==> src/hdl/sa_pkg.sv <==
// Shared types, codes and arithmetic helpers for the sparse accumulator.
// No dependencies; every other file of the block imports this package.
`default_nettype none
package sa_pkg;

	localparam int VAL_W = 32;
	localparam int THR_W = 31;
	localparam int OP_W = 3;
	localparam int IN_IDX_W = 10;
	localparam int IDX_W = 6;
	localparam int COUNT_W = 7;

	// operation codes on the input channel
	localparam logic [OP_W-1:0] OP_ADD = 3'd0;
	localparam logic [OP_W-1:0] OP_INSERT = 3'd1;
	localparam logic [OP_W-1:0] OP_CLEAN = 3'd2;
	localparam logic [OP_W-1:0] OP_DRAIN = 3'd3;
	localparam logic [OP_W-1:0] OP_SCALE = 3'd4;

	typedef enum logic [1:0] {
		ST_OK = 2'd0,
		ST_PRESENT = 2'd1,
		ST_RANGE = 2'd2,
		ST_EMPTY = 2'd3
	} status_t;

	typedef enum logic [2:0] {
		K_ADD,
		K_INSERT,
		K_CLEAN,
		K_DRAIN,
		K_SCALE,
		K_NOP
	} kind_t;

	typedef enum logic [2:0] {
		S_IDLE,
		S_RMW,
		S_LRD,
		S_VRD,
		S_WORK,
		S_WB,
		S_FIN
	} state_t;

	// one classified item as it sits in the queue
	typedef struct packed {
		kind_t kind;
		logic oor;
		logic [IDX_W-1:0] idx;
		logic signed [VAL_W-1:0] value;
		logic [THR_W-1:0] tol;
		logic signed [VAL_W-1:0] fac;
	} item_t;

	// magnitude at 33 bits so that the most negative value is exact
	function automatic logic [VAL_W:0] mag33(input logic signed [VAL_W:0] v);
		return v[VAL_W] ? (-v) : v;
	endfunction

	function automatic logic signed [VAL_W-1:0] sat33(input logic signed [VAL_W:0] v);
		logic signed [VAL_W-1:0] r;
		if (v[VAL_W] != v[VAL_W-1]) begin
			r = v[VAL_W] ? {1'b1, {(VAL_W-1){1'b0}}} : {1'b0, {(VAL_W-1){1'b1}}};
		end else begin
			r = v[VAL_W-1:0];
		end
		return r;
	endfunction

	function automatic logic signed [VAL_W-1:0] sat48(input logic signed [47:0] v);
		logic signed [VAL_W-1:0] r;
		if (v[47:31] == '0 || v[47:31] == '1) begin
			r = v[VAL_W-1:0];
		end else begin
			r = v[47] ? {1'b1, {(VAL_W-1){1'b0}}} : {1'b0, {(VAL_W-1){1'b1}}};
		end
		return r;
	endfunction

endpackage
`default_nettype wire

==> src/hdl/sa_front.sv <==
// Front end: takes input transfers, classifies them and queues them.
// Depends on sa_pkg for the item type and operation codes.
`default_nettype none
module sa_front #(
	parameter int CAPACITY = 64
) (
	input  wire logic clk,
	input  wire logic arst_n,
	input  wire logic in_valid,
	output logic in_ready,
	input  wire logic [2:0] operation,
	input  wire logic [9:0] index,
	input  wire logic signed [31:0] value,
	input  wire logic [30:0] tolerance,
	input  wire logic signed [31:0] factor,
	output logic q_valid,
	output sa_pkg::item_t q_item,
	input  wire logic q_ready
);
	import sa_pkg::*;

	item_t slot_q [2];
	logic wr_ptr_q, rd_ptr_q;
	logic [1:0] fill_q;
	item_t cls;
	logic push, pop;

	// classify the incoming item
	always_comb begin
		case (operation)
			OP_ADD: cls.kind = K_ADD;
			OP_INSERT: cls.kind = K_INSERT;
			OP_CLEAN: cls.kind = K_CLEAN;
			OP_DRAIN: cls.kind = K_DRAIN;
			OP_SCALE: cls.kind = K_SCALE;
			default: cls.kind = K_NOP;
		endcase
		cls.oor = (index >= IN_IDX_W'(CAPACITY));
		cls.idx = index[IDX_W-1:0];
		cls.value = value;
		cls.tol = tolerance;
		cls.fac = factor;
	end

	assign in_ready = (fill_q != 2'd2);
	assign q_valid = (fill_q != 2'd0);
	assign q_item = slot_q[rd_ptr_q];
	assign push = in_valid && in_ready;
	assign pop = q_valid && q_ready;

	// two-entry queue storage
	always_ff @(posedge clk) begin
		if (push) begin
			slot_q[wr_ptr_q] <= cls;
		end
	end

	// queue pointers
	always_ff @(posedge clk or negedge arst_n) begin
		if (!arst_n) begin
			wr_ptr_q <= 1'b0;
			rd_ptr_q <= 1'b0;
			fill_q <= 2'd0;
		end else begin
			if (push) wr_ptr_q <= !wr_ptr_q;
			if (pop) rd_ptr_q <= !rd_ptr_q;
			fill_q <= fill_q + {1'b0, push} - {1'b0, pop};
		end
	end

endmodule
`default_nettype wire

==> config.mk <==
export PLATFORM = sky130hd
export DESIGN_NAME = sa_front
export DESIGN_NICKNAME = d
export VERILOG_FILES = /design/src/hdl/sa_pkg.sv /design/src/hdl/sa_front.sv
export SDC_FILE = /design/constraint.sdc
export NUM_CORES = 1
export LEC_CHECK = 0
export ABC_AREA = 1
export ABC_CLOCK_PERIOD_IN_PS = 5800
export BUFFER_PORTS_ARGS = -buffer_cell sky130_fd_sc_hd__buf_4
export CAP_MARGIN = 40
export CORE_MARGIN = 2
export CORE_UTILIZATION = 35
export CTS_CLUSTER_DIAMETER = 50
export CTS_CLUSTER_SIZE = 16
export DETAILED_ROUTE_END_ITERATION = 10
export PLACE_DENSITY_LB_ADDON = 0.1
export REMOVE_ABC_BUFFERS = 1
export SLEW_MARGIN = 25
export SYNTH_ARGS = -nofsm -noshare
export SYNTH_HDL_FRONTEND = slang
export SYNTH_SLANG_ARGS = --single-unit
==> constraint.sdc <==
create_clock -name clk -period 5.8 [get_ports clk]
set_input_delay 0.87 -clock clk [delete_from_list [all_inputs] [get_ports clk]]
set_output_delay 0.87 -clock clk [all_outputs]
set_load 0.01 [all_outputs]
==> metrics.md <==
| Metric | Value |
|---|---|
| I/O Buffers | 218 |
| Clk pwr share | 23.0% |
| # hold bufs at CTS | 0 |
| Comb pwr share | 34.9% |
| Final WL | 17,060 µm |
| Die Span X | 154.3 µm |
| CP arrival | 2.42 ns |
| Number of global-route vias before repair | 4,809 |
| Sw frac | 33.24% |
| Die H | 154.3 µm |
| Drt drc | 0 |
| GRT Util Overall | 13.90% |
| Setup tns final | 0 ns |
| Sequential element share of the synthesized area | 81.04% |
| CTS tree | built |
| Core ar. | 22,030 µm² |
| # IOs | 219 |
| Initial antenna violation count | 0 |
| CP peak stage delay | 0.66 ns |
| CP max-delay cell | dfrtp_4 |
| RSZ-0062 raised after global routing | no |
| Post-synthesis cell count | 587 |
| Net Sw Power | 1.758 mW |
| DR iter-0 viols | 283 |
| Worst-Margin Slew | 0.7444 ns |
| Layout cells sized above 1 | 31.34% |
| Relative slew margins | 50.37% |
| Syn. warnings | 0 |
| Nets@finish | 923 |
| Wire per inst | 15.51 µm |
| Slew Viols, Final | 0 |
| CTS sink cnt | 214 |
| Crit path launch type | flop |
| Largest fanout on the critical path | 55 |
| Drt first pass iters | 6 |
| Detail Route Antenna Nets | 0 |
| Skew final | 0.01280 ns |
| Clk slew on worst S/H paths | 0.07 ns |
| Register share of total power | 42.1% |
| Resize count post-CTS | 0 |
| Starting Density | 35.89% |
| Period minus WS final | 3.290 ns |
| Final Hold Viols | 0 |
| Worst skew pair latency | 0.50 ns |
| Via/cell ratio | 4.470 |
| Final period util | 56.72% |
| Grt total ovfl | 0 |
| CP required | 4.93 ns |
| FP Rows | 54 |
| Pwr/cell area | 505.5 nW/µm² |
| Die area | 23,800 µm² |
| Synth-to-layout area growth | 32.35% |
| CTS Buffer Depth | 3 |
| Maximum vdd drop | 0.2482 mV |
| Final core utilization | 47.50% |
| CTS H-tree depth | 1 |
| Syn avg cell area | 13.47 µm² |
| Setup Fix Bufs, Post-CTS | 0 |
| Via count | 4,917 |
| CTS buffer count | 20 |
| Unique masters post-synth | 16 |
| LEAKAGE | 4.427 nW |
| Max Cap Violations | 0 |
| Total Power Consumption | 5.288 mW |
| Cell-internal power | 3.531 mW |
| F_max | 0.3040 GHz |
| Ant. Diodes | 0 |
| Cell Chain, Critical Path | buf_12 > inv_6 > buf_12 > nand2_1 > nand2_1 > buf_4 |
| Setup violators final | 0 |
| Root Driver | clkbuf_16 |
| Gpl congestion | 0.6930 |
| Largest net degree at the start of global routing | 107 |
| Post-DP HPWL | 10,820 µm |
| FF+latch count, synth | 214 |
| Area of the mapped netlist | 7905 µm² |
| Hold crit path type | input port to async pin |
| Kind of critical path | flop to output pin |
| First-pass GRT wire length | 25,860 µm |
| Endpoint type of the worst setup path | output pin |
| Outcome | complete, no violations |
==> Yosys cell counts, drive strengths merged <==
master  number  share of area (%)
nand2      325                 15
xor2         1               0.11
a21oi        1              0.063
nor2         8               0.38
inv          9               0.46
dfrtp        4                1.3
buf         23                2.0
a21o         1              0.095
ha           1               0.16
nand3        2               0.13
edfxtp     210                 80
o21ai        1              0.063
clkbuf       1              0.047
==> worst paths after layout <==
path / start / end / slack [ns] / depth (start not counted)
max in group asynchronous: arst_n / rd_ptr_q$_DFFE_PN0P_ / 5.50 / 1
min in group clk: value[23] / slot_q[1][86]$_DFFE_PP_ / 0.55 / 1
hold reg to reg: fill_q[0]$_DFF_PN0_ / fill_q[0]$_DFF_PN0_ / 0.57 / 1
setup reg to reg: fill_q[1]$_DFF_PN0_ / slot_q[0][4]$_DFFE_PP_ / 3.54 / 4
setup / recovery: rd_ptr_q$_DFFE_PN0P_ / q_item[38] / 2.51 / 6
hold / removal: arst_n / fill_q[0]$_DFF_PN0_ / 0.17 / 1
==> flip-flops by register name, summed over array words and instances, names as in the netlist <==
register,cells
slot_q,210
fill_q,2
rd_ptr_q,1
wr_ptr_q,1
==> placed cells by master (no fill, tap or decap) <==
cell type / Yosys / layout
edfxtp_1: 210 / 210
a21o_1: 1 / 1
dfrtp_4: 0 / 1
buf_4: 3 / 221
clkinv_8: 0 / 2
a21oi_1: 1 / 1
clkinvlp_4: 0 / 2
clkbuf_1: 1 / 1
inv_6: 0 / 1
dfrtp_1: 4 / 3
xor2_1: 1 / 1
o21ai_0: 1 / 1
ha_1: 1 / 1
inv_1: 8 / 8
clkinv_4: 0 / 2
buf_12: 0 / 4
nor2_1: 8 / 6
clkbuf_16: 0 / 21
nor2_4: 0 / 2
nand2_1: 325 / 325
clkinv_2: 0 / 1
clkinv_1: 0 / 3
nand3_1: 2 / 2
==> routing by layer <==
metal	wire [µm]	share of wire (%)	vias to the layer above	track usage, %
met2	8173	48	174	22.55
met4	358	2.1	0	4.497
met1	7322	43	2312	18.60
met5	0	0	-	0
li1	-	-	2411	-
met3	1205	7.1	20	3.334
==> worst max-delay path: cells and delay by family, from the launching register on <==
kind,cells,cell delay [ns]
buffers and inverters,4,1.04
AND/OR/NAND/NOR,2,0.21
flip-flops,1,0.66
==> logic make-up (layout without fill, tap and decap cells) <==
group | after synthesis | in the layout | synth area share (%)
adder cells (fa/ha/maj) | 1 | 1 | 0.1583
buffers and inverters | 33 | 266 | 2.532
AND/OR/NAND/NOR | 335 | 335 | 15.94
AO/OA/AOI/OAI | 3 | 3 | 0.2215
XOR/XNOR | 1 | 1 | 0.1108
flip-flops | 214 | 214 | 81.04
==> power groups by stage <==
| stage | logic [mW] | clock network, mW | registers [mW] |
|---|---|---|---|
| after floorplan | 0.844 | 0 | 2.33 |
| after global placement | 1.76 | 0 | 2.34 |
| after detailed placement | 1.88 | 0 | 2.26 |
| after CTS | 1.89 | 1.25 | 2.23 |
| after global routing | 2.04 | 1.31 | 2.26 |
| final | 1.85 | 1.21 | 2.23 |
==> cell type report <==
| type | instances | area, µm² |
|---|---|---|
| fillers | 1987 | 11560 |
| flip-flops and latches | 214 | 6410 |
| repair buffers | 225 | 1739 |
| multi-input cells | 340 | 1314 |
| clock buffers | 22 | 529.3 |
| well taps | 280 | 350.3 |
| clock inverters | 10 | 81.33 |
| inverters | 9 | 38.79 |
==> through the flow <==
stage,hold slack [ns],setup slack (ns),instances,instance area [µm²]
after floorplan,0.4846,-0.1396,563,7741
after global placement,0.5318,2.376,1065,9789
after detailed placement,0.5513,2.980,1067,9832
after CTS,0.1539,2.447,1099,10440
after global routing,0.1515,2.359,1100,10460
final,0.1736,2.510,1100,10460
Power figures use the tool's default switching activity.
